==> src/rtl/swnr_pkg.sv <==
package swnr_pkg;

    localparam logic [7:0] WINDOW    = 8'd3;
    localparam logic [8:0] WINDOW_P1 = {1'b0, WINDOW} + 9'd1;

    typedef struct packed {
        logic [7:0] expected_seq;
        logic [7:0] window_base;
        logic [7:0] in_window_count;
        logic [7:0] nack_ticks;
        logic       nack_pending;
    } state_t;

    typedef struct packed {
        logic [7:0] reply_seq;
        logic       send_nack;
        logic       send_ack;
        logic       accepted;
    } result_t;

    // saturate a start number into the sequence space
    function automatic logic [7:0] clamp_start(input logic [7:0] v);
        clamp_start = (v > WINDOW) ? WINDOW : v;
    endfunction

endpackage

==> src/rtl/swnr_step.sv <==
module swnr_step (
    input  swnr_pkg::state_t  cur,
    input  logic [7:0]        recv_seq,
    output swnr_pkg::state_t  nxt,
    output swnr_pkg::result_t res
);

    logic [7:0] ticks_adv;
    logic [7:0] count_inc;
    logic [8:0] off_seq;
    logic [8:0] off_exp;
    logic       ahead;
    logic       pend;

    // offset ahead of the window base, modulo WINDOW+1
    function automatic logic [8:0] offset_from_base(input logic [7:0] v,
                                                    input logic [7:0] base);
        if (v >= base)
            offset_from_base = {1'b0, v} - {1'b0, base};
        else
            offset_from_base = {1'b0, v} + swnr_pkg::WINDOW_P1 - {1'b0, base};
    endfunction

    always_comb
    begin
        nxt = cur;
        res = '0;

        ticks_adv = (cur.nack_ticks >= swnr_pkg::WINDOW) ? 8'd0 : cur.nack_ticks + 8'd1;
        count_inc = cur.in_window_count + 8'd1;
        off_seq   = offset_from_base(recv_seq, cur.window_base);
        off_exp   = offset_from_base(cur.expected_seq, cur.window_base);
        // a number beyond the window never counts as ahead
        ahead     = (recv_seq <= swnr_pkg::WINDOW) && (off_seq > off_exp);
        pend      = cur.nack_pending || (cur.expected_seq == cur.window_base) || ahead;

        nxt.nack_ticks = ticks_adv;

        if (recv_seq == cur.expected_seq)
        begin
            res.accepted = 1'b1;
            if (count_inc >= swnr_pkg::WINDOW)
            begin
                // moving on by WINDOW is a step back by one
                nxt.window_base     = (cur.window_base == 8'd0) ? swnr_pkg::WINDOW
                                                                : cur.window_base - 8'd1;
                nxt.in_window_count = 8'd0;
                res.send_ack        = 1'b1;
                res.reply_seq       = recv_seq;
            end
            else
            begin
                nxt.in_window_count = count_inc;
            end
            nxt.expected_seq = (cur.expected_seq >= swnr_pkg::WINDOW) ? 8'd0
                                                                     : cur.expected_seq + 8'd1;
        end
        else
        begin
            nxt.nack_pending = pend;
            if ((ticks_adv == swnr_pkg::WINDOW) && pend)
            begin
                res.send_nack    = 1'b1;
                res.reply_seq    = cur.expected_seq;
                nxt.nack_pending = 1'b0;
                nxt.nack_ticks   = 8'd0;
            end
        end
    end

endmodule

==> src/rtl/sliding_window_nack_receiver.sv <==
// Receiver side of a sliding-window transfer with negative acknowledgement.
// Slave stream: one word per received data packet, its sequence number.
// Master stream: one word per received packet: accepted flag, ACK flag, NACK
// flag and the reply number (the packet's number on an ACK, the expected
// number on a NACK, zero otherwise).
// cfg_we/cfg_wdata write the start number; it is saturated to the window
// size and loads the expected number and window base. Write only when idle.
// The reply is registered, via the skid stage when the output stalls.
// Throughput: one packet per cycle while the skid stage is empty; the whole step
// is a few modular compares and increments on the state registers.
// Reset clears all state to a start number of zero and empties the output.
// When the master side stalls, one more word is held in a skid stage and
// s_axis_tready drops until the output register drains.
module sliding_window_nack_receiver (
    input  logic        clk,
    input  logic        rst_n,
    input  logic        s_axis_tvalid,
    output logic        s_axis_tready,
    input  logic [7:0]  s_axis_tdata,   // [7:0] recv_seq
    output logic        m_axis_tvalid,
    input  logic        m_axis_tready,
    output logic [15:0] m_axis_tdata,   // [0] accepted, [1] send_ack, [2] send_nack,
                                        // [10:3] reply_seq, [15:11] zero
    input  logic        cfg_we,
    input  logic [7:0]  cfg_wdata
);

    swnr_pkg::state_t  state_reg;
    swnr_pkg::state_t  state_next;
    swnr_pkg::result_t step_res;
    swnr_pkg::result_t out_reg;
    swnr_pkg::result_t skid_reg;
    logic              out_valid_reg;
    logic              skid_valid_reg;
    logic              in_take;
    logic              out_take;
    logic [7:0]        start_clamped;

    assign s_axis_tready = !skid_valid_reg;
    assign in_take       = s_axis_tvalid && s_axis_tready;
    assign m_axis_tvalid = out_valid_reg;
    assign out_take      = out_valid_reg && m_axis_tready;
    assign m_axis_tdata  = {5'd0, out_reg};
    assign start_clamped = swnr_pkg::clamp_start(cfg_wdata);

    swnr_step u_step (
        .cur      (state_reg),
        .recv_seq (s_axis_tdata),
        .nxt      (state_next),
        .res      (step_res)
    );

    always_ff @(posedge clk or negedge rst_n)
    begin
        if (!rst_n)
        begin
            state_reg <= '0;
        end
        else if (cfg_we)
        begin
            state_reg.expected_seq <= start_clamped;
            state_reg.window_base  <= start_clamped;
        end
        else if (in_take)
        begin
            state_reg <= state_next;
        end
    end

    always_ff @(posedge clk or negedge rst_n)
    begin
        if (!rst_n)
        begin
            out_valid_reg  <= 1'b0;
            skid_valid_reg <= 1'b0;
        end
        else if (skid_valid_reg)
        begin
            // drain the skid word into the output register
            if (out_take)
            begin
                skid_valid_reg <= 1'b0;
            end
        end
        else if (in_take)
        begin
            if (out_valid_reg && !out_take)
            begin
                skid_valid_reg <= 1'b1;
            end
            else
            begin
                out_valid_reg <= 1'b1;
            end
        end
        else if (out_take)
        begin
            out_valid_reg <= 1'b0;
        end
    end

    always_ff @(posedge clk)
    begin
        if (skid_valid_reg)
        begin
            if (out_take)
            begin
                out_reg <= skid_reg;
            end
        end
        else if (in_take)
        begin
            if (out_valid_reg && !out_take)
            begin
                skid_reg <= step_res;
            end
            else
            begin
                out_reg <= step_res;
            end
        end
    end

    a_skid_needs_out: assert property (@(posedge clk) disable iff (!rst_n)
        skid_valid_reg |-> out_valid_reg)
        else $error("skid word held with empty output register");

    a_skid_only_on_stall: assert property (@(posedge clk) disable iff (!rst_n)
        $rose(skid_valid_reg) |-> $past(out_valid_reg && !m_axis_tready))
        else $error("skid stage filled without a stall");

    a_ack_nack_exclusive: assert property (@(posedge clk) disable iff (!rst_n)
        out_valid_reg |-> !(out_reg.send_ack && out_reg.send_nack))
        else $error("ACK and NACK in one reply");

    a_ack_on_accept: assert property (@(posedge clk) disable iff (!rst_n)
        (out_valid_reg && out_reg.send_ack) |-> out_reg.accepted)
        else $error("ACK without an accepted packet");

    a_seq_in_range: assert property (@(posedge clk) disable iff (!rst_n)
        (state_reg.expected_seq <= swnr_pkg::WINDOW)
        && (state_reg.window_base <= swnr_pkg::WINDOW)
        && (state_reg.in_window_count < swnr_pkg::WINDOW))
        else $error("window state out of range");

endmodule

==> config.mk <==
export PLATFORM = sky130hd
export DESIGN_NAME = sliding_window_nack_receiver
export DESIGN_NICKNAME = d
export VERILOG_FILES = /design/src/rtl/swnr_pkg.sv /design/src/rtl/swnr_step.sv /design/src/rtl/sliding_window_nack_receiver.sv
export SDC_FILE = /design/constraint.sdc
export NUM_CORES = 1
export LEC_CHECK = 0
export BUFFER_PORTS_ARGS = -buffer_cell sky130_fd_sc_hd__buf_2
export CAP_MARGIN = 20
export CORE_ASPECT_RATIO = 1.2
export CORE_UTILIZATION = 40
export DETAILED_ROUTE_END_ITERATION = 10
export HOLD_SLACK_MARGIN = 0.1
export PLACE_DENSITY = 0.56
export SYNTH_ARGS = -nofsm -noshare
export SYNTH_HDL_FRONTEND = slang
export SYNTH_HIERARCHICAL = 1
export SYNTH_SLANG_ARGS = --single-unit
==> constraint.sdc <==
create_clock -name clk -period 5.55 [get_ports clk]
set_input_delay 1.3875 -clock clk [delete_from_list [all_inputs] [get_ports clk]]
set_output_delay 1.3875 -clock clk [all_outputs]
set_load 0.02 [all_outputs]
# --- Word-level counts from Yosys, hierarchy flattened ---
# Index checks and enable logic that the tools add are counted.
# Widths: inputs -> output; s select.
word_totals:
  ff_bits: 57
  latch_bits: 0
  mem_bits_rw: 0
  mem_bits_ro: 0
  input_bits: 21
  out_inout_bits: 18
  word_cells: 95
  memories: 0
classes:
  add_sub_neg: 10
  multipliers: 0
  n_div: 0
  magnitude_cmp: 8
  eq_ne: 6
  n_shift: 0
  muxes: 30
  n_bitwise: 3
  reduce_logical: 23
ops:
  columns: ["operator", "n"]
  rows:
  - ["$mux 8", 8]
  - ["$mux 9", 5]
  - ["$mux 11", 4]
  - ["$mux 33", 1]
  - ["$add 8x1->8 const B", 3]
  - ["$ge 8x2->1 const B", 3]
  - ["$mux 24", 1]
  - ["$add 8x3->9 const B", 2]
  - ["$reduce_and 3->1", 6]
  - ["$sub 8x8->9", 2]
  - ["$sub 9x8->9", 2]
  - ["$eq 8x8->1", 2]
  - ["$ge 8x8->1", 2]
  - ["$mux 16", 1]
  - ["$reduce_bool 2->1", 5]
  - ["$gt 9x9->1", 1]
  - ["$mux 1", 9]
  - ["$eq 8x2->1 const B", 1]
  - ["$gt 8x2->1 const B", 1]
  - ["$le 8x2->1 const B", 1]
  - ["$logic_not 8->1", 1]
  - ["$sub 8x1->8 const B", 1]
  - ["$logic_and 1x1->1", 5]
  - ["$ne 2x2->1 const B", 2]
  - ["other kinds (6)", 11]

# --- Longest topological paths before layout ---
# Gate-level depths: netlist (run 1).
depth:
  word_depth: 12
  ltp_mapped: 19
  ltp_nobuf: 18

# --- Modules after synthesis ---
# Netlist (run 1), hierarchy kept.
modules_own_cells:
  columns: ["module", "n_inst", "cells_per_inst", "area_per_inst_um2"]
  rows:
  - ["swnr_step", 1, 340, 2580.0]
  - ["sliding_window_nack_receiver", 1, 164, 2243.4]

# --- Worst setup path after synthesis (run 1) ---
# No wires, ideal clock.
synth_path:
  path_kind: "in2reg"
  start: "input port s_axis_tdata[3]"
  end: "register out_reg, in the netlist m_axis_tdata[3] (data pin)"
  t_arrival_ns: 4.864
  t_required_ns: 5.288
  setup_slack_ns: 0.423
  path_stages: 14
  n_path_buf: 1
  path_cell_list: "ha_1 -> fa_1 -> a211oi_1 -> a211oi_1 -> a211oi_2 -> mux2_2 -> ha_1 -> a21oi_1 -> o21ai_0 -> a2111oi_2 -> o21ai_1 -> buf_2 -> a32o_1 -> mux2_1"
synth_rtl:
  columns: ["item", "line_no", "rtl"]
  rows:
  - ["start, declared", "sliding_window_nack_receiver.sv:19", "input logic [7:0] s_axis_tdata,"]
  - ["end signal, assigned", "sliding_window_nack_receiver.sv:108", "out_reg <= skid_reg;"]
  - ["end signal, assigned", "sliding_window_nack_receiver.sv:119", "out_reg <= step_res;"]
  - ["end, declared", "sliding_window_nack_receiver.sv:31", "swnr_pkg::result_t out_reg;"]

==> results.yml, run 1 <==
yosys:
  postSynthRegisterBits: 57
  synth-async-reset-ratio_pct: 61.4
  yosysTopAreaCellShare_pct: 18.2
  synth_simple_gate_area_share_pct: 16.0
  synth_flop_cell: "dfrtp_1"
  synth_cell_area_mm2: 0.00482
  synth-compound-area-share_pct: 14.9
  synthesis.instances: 504
  synth_largest_area_cell: "dfrtp_1"
  synth_xor_xnor_area_share_pct: 4.18
  syn-mean-instance-area_um2: 9.57
  number_of_unique_standard_cell_types_used_by_synthesis: 60
  synth_warnings: 6
  synth_edf_count: 22
  synth.yosys.seq_area_share_pct: 31.9
  muxShareOfSynthArea_pct: 8.33
  ys_top_cells_by_area: "dfrtp_1 (18%), edfxtp_1 (14%), ha_1 (12%)"
  synth-adder-area-share_pct: 17.7
  combinational_family_with_the_most_area_after_synthesis: "adder cells"
setup_path:
  crit_path_end_kind: "flop"
  path_max_fanout: 11
  critical-path-slowest-cell: "fa_1"
  number_of_cells_traversed_by_the_worst_register_to_register_path: 17
  max_stage_delay_ns: 0.42
  worst_path_dominant_cell_family: "compound AO/OA/AOI/OAI gates"
  crit_path_start_kind: "primary input"
  critical_path.cell_chain: "buf_2, ha_1, fa_1, nor3_1, a211oi_1, a211oi_2, buf_4, mux2_2, ha_1, a21oi_1, o21ai_0, a2111oi_2, o21ai_1, buf_4, a32o_1, mux2_1"
  r2r_start: "state_reg[18]$_DFFE_PN0P_"
  worstPathRequired_ns: 5.62
  worst_reg_to_reg_setup_slack_ns: 0.84
  r2r-end: "m_axis_tdata[7]$_DFFE_PP_"
  path_buf_inv: 3
  arrival_ns: 5.18
  setup.worst_path.class: "primary input to flop"
global_route:
  antenna_found_initial: 0
  grt_start_max_net_pins: 36
  grt_pass1_vias: 3782
  globalRouteTotalUtil_pct: 19.6
  grt_first_pass_wirelength_mm: 18.8
  grt_overflow_total: 0
sta:
  final_period_utilization_pct: 92.0
  pins_over_slew_limit: 0
  finalSetupTns_ns: 0
  timing.clock.skew_ns: 0.00488
  timing.final.hold_violations: 0
  timing.max_slew.rel_slack_pct: 46.0
  layout_min_cycle_time_ns: 5.11
  setup_viol_count_final: 0
  setup_repair_after_global_routing_missed_its_margin: "false"
  fmax_mhz: 196
  timing.final.ws_setup_ns: 0.444
  max_slew.worst_pin.slew_ns: 0.809
  finalHoldWorstSlack_ns: 0.484
layout:
  final_design_area_no_fill_mm2: 0.00544
  final_cell_count_no_fill: 701
  multi_input_area_mm2: 0.00299
  flow.area_growth_from_synthesis_pct: 12.7
  nets_final: 620
  finish.utilization_pct: 46.6
  fill_cells: 1125
  layout_cell_share_with_drive_strength_beyond_1_pct: 13.6
  antenna-diode-count: 0
  seqCellArea_mm2: 0.00154
  largest_register_ff_count: 33
detailed_routing:
  antenna_left: 0
  wl_per_cell_um: 16.2
  number_of_drc_markers_after_the_initial_detailed_route_iteration: 243
  drtPass1Iterations: 4
  vias_per_cell: 5.33
  vias: 3736
  drt_drc_violations_left: 0
  aggregate_routed_wire_length_mm: 11.3
placement:
  buffer_ports.inserted: 33
  pre_cts_ws_ns: 0.127
  dp_cells: 684
  hpwlAfterDp_mm: 8.79
  place.gp.congestion: 0.840
  placement.cell_area_mm2: 0.00510
cts:
  tritoncts: "done"
  cts_repair_resize_count: 0
  clock-root-buffer: "clkbuf_16"
  ctsHoldBuffers: 0
  insertion_delay_ns: 0.32
  clk_pin_slew_worst_paths_ns: 0.05
  clock_sinks: 57
  cts.path.max_buffers: 2
  post_cts.repair.setup_buffers: 0
  tritoncts_buffers: 9
  htree_num_levels: 3
die:
  ioPinCount: 39
  row_count: 43
  core_region_area_mm2: 0.0117
  die-area_mm2: 0.0125
  dieHeight_um: 122
  starting_density_pct: 41.3
  chipWidth_um: 102
worst_hold_path:
  holdCritPathClass: "flop to flop"
  holdPathEnd: "state_reg[3]$_DFFE_PN0P_"
  timing.hold.worst_path_depth: 1
  hold_start: "state_reg[3]$_DFFE_PN0P_"
status:
  run_status: "finished clean"
pwr:
  vdd.ir_drop.worst_v: 0.000290
  pwr_density_cell_mw_per_mm2: 290
  power_leakage_nw: 2.38
  total_power_mw: 1.58
run:
  cap_viol_max_count: 0
==> worst max-delay path by stage <==
| stage | end | slack, ns | depth (start not counted) | startpoint |
|---|---|---|---|---|
| finish | m_axis_tdata[7]$_DFFE_PP_ | 0.44 | 16 | s_axis_tdata[1] |
| floorplan | m_axis_tdata[3]$_DFFE_PP_ | 0.42 | 14 | s_axis_tdata[3] |
| CTS | m_axis_tdata[7]$_DFFE_PP_ | 0.46 | 16 | s_axis_tdata[1] |
| global placement | m_axis_tdata[5]$_DFFE_PP_ | 0.20 | 16 | s_axis_tdata[1] |
| detailed placement | m_axis_tdata[7]$_DFFE_PP_ | 0.13 | 17 | s_axis_tdata[1] |
| global route | m_axis_tdata[7]$_DFFE_PP_ | 0.24 | 17 | s_axis_tdata[1] |
==> cell families after synthesis <==
family                   Yosys count
XOR/XNOR                          23
adder cells (fa/ha/maj)           60
AO/OA/AOI/OAI                    108
multiplexers                      36
flip-flops                        57
buffers and inverters             68
other                              2
AND/OR/NAND/NOR                  150
==> synthesized netlist by cell type (4+ instances only) <==
master     n
a211oi_1   6
a21o_1     7
a21oi_1   41
a311oi_1   5
a31oi_1    7
a32o_1     8
and2_1     9
and3_1     4
buf_2      5
buf_4     11
buf_6      4
clkbuf_1   4
dfrtp_1   35
edfxtp_1  22
fa_1      14
ha_1      46
inv_1     41
mux2_1    28
mux2_2     5
nand2_1   39
nand2b_1   6
nand3_1    4
nand4_1   11
nor2_1    28
nor3_1    21
nor4_1     7
o21a_1     4
o21ai_0   12
xnor2_1    6
xor2_1    17
==> routing by layer <==
layer  share of wire (%)  up-vias  track usage, %
met5                   0        -               0
met1                  46     1816            26.0
met2                  50       48            33.4
met4                 1.8        0            5.63
met3                 2.4       15            2.62
li1                    -     1857               -
==> layout by cell type (no fill, tap or decap), types with 14 or more instances in the layout <==
cell type / instances
xor2_1: 17
dfrtp_1: 35
fa_1: 14
edfxtp_1: 22
buf_2: 33
ha_1: 46
inv_1: 41
nor2_1: 28
a21oi_1: 41
nand2_1: 39
nor3_1: 21
mux2_1: 28
==> report_power, final <==
group	leakage (nW)	internal, mW	switching, mW
Sequential	0.656	0.532	0.0580
Clock	0.158	0.433	0.190
Combinational	1.56	0.141	0.224
==> layout make-up <==
class | instances | area share (%)
sequential | 57 | 28.3
timing repair buffer | 41 | 4.14
tap | 157 | 3.61
clock buffer | 9 | 4.14
clock inverter | 7 | 2.00
inverter | 42 | 2.90
multi-input combinational | 388 | 54.9
(Power assumes the default switching activity.)
==> inputs of run 2 (changes only) <==
--- a/config.mk
+++ b/config.mk
@@ -5,13 +5,14 @@
 export SDC_FILE = /design/constraint.sdc
 export NUM_CORES = 1
 export LEC_CHECK = 0
-export BUFFER_PORTS_ARGS = -buffer_cell sky130_fd_sc_hd__buf_2
 export CAP_MARGIN = 20
 export CORE_ASPECT_RATIO = 1.2
 export CORE_UTILIZATION = 40
 export DETAILED_ROUTE_END_ITERATION = 10
+export DONT_BUFFER_PORTS = 1
 export HOLD_SLACK_MARGIN = 0.1
-export PLACE_DENSITY = 0.56
+export PLACE_DENSITY = 0.53
+export RECOVER_POWER = 25
 export SYNTH_ARGS = -nofsm -noshare
 export SYNTH_HDL_FRONTEND = slang
 export SYNTH_HIERARCHICAL = 1
==> results.yml, run 2 (synthesis gave the netlist of run 1 again) <==
placement:
  place.gp.congestion: 0.873
  hpwlAfterDp_mm: 8.85
  buffer_ports.inserted: 0
setup_path:
  crit_path_start_kind: "primary input"
  worstPathRequired_ns: 5.62
  path_max_fanout: 11
  max_stage_delay_ns: 0.41
  setup.worst_path.class: "primary input to flop"
  critical-path-slowest-cell: "fa_1"
  arrival_ns: 5.03
  worst_path_dominant_cell_family: "compound AO/OA/AOI/OAI gates"
  path_buf_inv: 3
  crit_path_end_kind: "flop"
  critical_path.cell_chain: "inv_1, ha_1, inv_1, fa_1, a21o_1, a21oi_1, o21ai_0, xor2_1, mux2_2, ha_1, a21oi_1, o21ai_0, a2111oi_2, o21ai_1, buf_4, a32o_1, mux2_1"
pwr:
  vdd.ir_drop.worst_v: 0.000219
  intPower_mw: 1.00
  power.combinational.fraction_pct: 18.3
  power_frac_seq_pct: 44.8
  power_switching_mw: 0.441
  pwr_density_cell_mw_per_mm2: 275
  swShare_pct: 30.6
  power_leakage_nw: 2.25
  p_clk_share_pct: 37.0
layout:
  layout.cells.most_common_list: "ha_1 (46), a21oi_1 (41), inv_1 (41), nand2_1 (39), dfrtp_1 (35)"
  antenna-diode-count: 0
  nets_final: 590
  multi_input_area_mm2: 0.00299
  largest_register_ff_count: 33
  seqCellArea_mm2: 0.00154
  fill_cells: 1137
  final_common_cell: "ha_1"
  finish.utilization_pct: 45.0
  flow.area_growth_from_synthesis_pct: 8.90
  layout_cell_share_with_drive_strength_beyond_1_pct: 8.75
global_route:
  grt_overflow_total: 0
  antenna_found_initial: 0
  globalRouteTotalUtil_pct: 19.5
  grt_start_max_net_pins: 36
  grt_pass1_vias: 3617
  grt_first_pass_wirelength_mm: 18.4
cts:
  tritoncts: "done"
  clock_sinks: 57
  htree_num_levels: 3
  cts_repair_resize_count: 0
  ctsHoldBuffers: 0
  clock-root-buffer: "clkbuf_16"
  clk_pin_slew_worst_paths_ns: 0.05
  insertion_delay_ns: 0.32
  post_cts.repair.setup_buffers: 0
  cts.path.max_buffers: 2
  tritoncts_buffers: 9
sta:
  fmax_mhz: 202
  final_period_utilization_pct: 89.4
  setup_viol_count_final: 0
  timing.final.hold_violations: 0
  pins_over_slew_limit: 0
  timing.max_slew.rel_slack_pct: 44.7
  layout_min_cycle_time_ns: 4.96
  finalSetupTns_ns: 0
  max_slew.worst_pin.slew_ns: 0.830
  setup_repair_after_global_routing_missed_its_margin: "false"
  timing.clock.skew_ns: 0.00868
die:
  chipWidth_um: 102
  ioPinCount: 39
  starting_density_pct: 41.3
  die-area_mm2: 0.0125
  row_count: 43
  dieHeight_um: 122
  core_region_area_mm2: 0.0117
detailed_routing:
  drt_drc_violations_left: 0
  antenna_left: 0
  number_of_drc_markers_after_the_initial_detailed_route_iteration: 179
  vias_per_cell: 5.46
  drtPass1Iterations: 4
  vias: 3663
  wl_per_cell_um: 17.2
  aggregate_routed_wire_length_mm: 11.5
status:
  run_status: "finished clean"
run:
  cap_viol_max_count: 0
worst_hold_path:
  holdCritPathClass: "flop to flop"
-- run 2: layout make-up --
class / count / share of cell area, %
flip-flops and latches: 57 / 29.3
repair buffers: 11 / 1.57
multi-input cells: 388 / 56.9
inverters: 42 / 3.00
clock inverters: 4 / 0.858
clock buffers: 12 / 4.69
well taps: 157 / 3.74
-- run 2: worst register-to-register path: cells and delay by family, from the launching register on --
kind | cells | cell delay [ns]
AOI/OAI and AO/OA | 10 | 2.03
buffers and inverters | 3 | 0.63
DFF | 1 | 0.55
adders and majority gates | 3 | 0.99
muxes | 1 | 0.29
-- run 2: routing by layer --
layer,wire [µm],vias to the layer above,track usage [%]
li1,-,1799,-
met1,5150,1757,24.7
met2,5680,93,33.7
met3,524,14,3.08
met4,175,0,6.16
met5,0,-,0
-- run 2: stage by stage --
step | power, mW | setup WS (ns) | hold WS, ns | cells | instance area (µm²)
floorplan | 0.853 | 0.423 | 0.458 | 513 | 4860
global placement | 0.908 | 0.329 | 0.468 | 654 | 4950
detailed placement | 0.914 | 0.316 | 0.477 | 654 | 4950
CTS | 1.46 | 0.644 | 0.488 | 670 | 5250
global route | 1.51 | 0.380 | 0.502 | 671 | 5250
finish | 1.44 | 0.588 | 0.480 | 671 | 5250
-- run 2: power by group through the flow --
stage	Clock [mW]	Combinational [mW]	Sequential (mW)
after floorplan	0	0.236	0.617
after global placement	0	0.254	0.655
after detailed placement	0	0.258	0.656
after CTS	0.549	0.260	0.648
after global routing	0.564	0.292	0.658
final	0.534	0.264	0.646
-- run 2: path summary, 6_finish.rpt --
check / start / slack (ns) / endpoint / cells past startpoint
max: s_axis_tdata[0] / 0.59 / m_axis_tdata[4]$_DFFE_PP_ / 17
min: state_reg[8]$_DFFE_PN0P_ / 0.48 / state_reg[8]$_DFFE_PN0P_ / 1
max reg2reg: state_reg[22]$_DFFE_PN0P_ / 0.81 / m_axis_tdata[4]$_DFFE_PP_ / 17
min reg2reg: state_reg[8]$_DFFE_PN0P_ / 0.48 / state_reg[8]$_DFFE_PN0P_ / 1
max in group asynchronous: rst_n / 4.71 / state_reg[10]$_DFFE_PN0P_ / 0
min in group asynchronous: rst_n / 0.76 / state_reg[4]$_DFFE_PN0P_ / 0
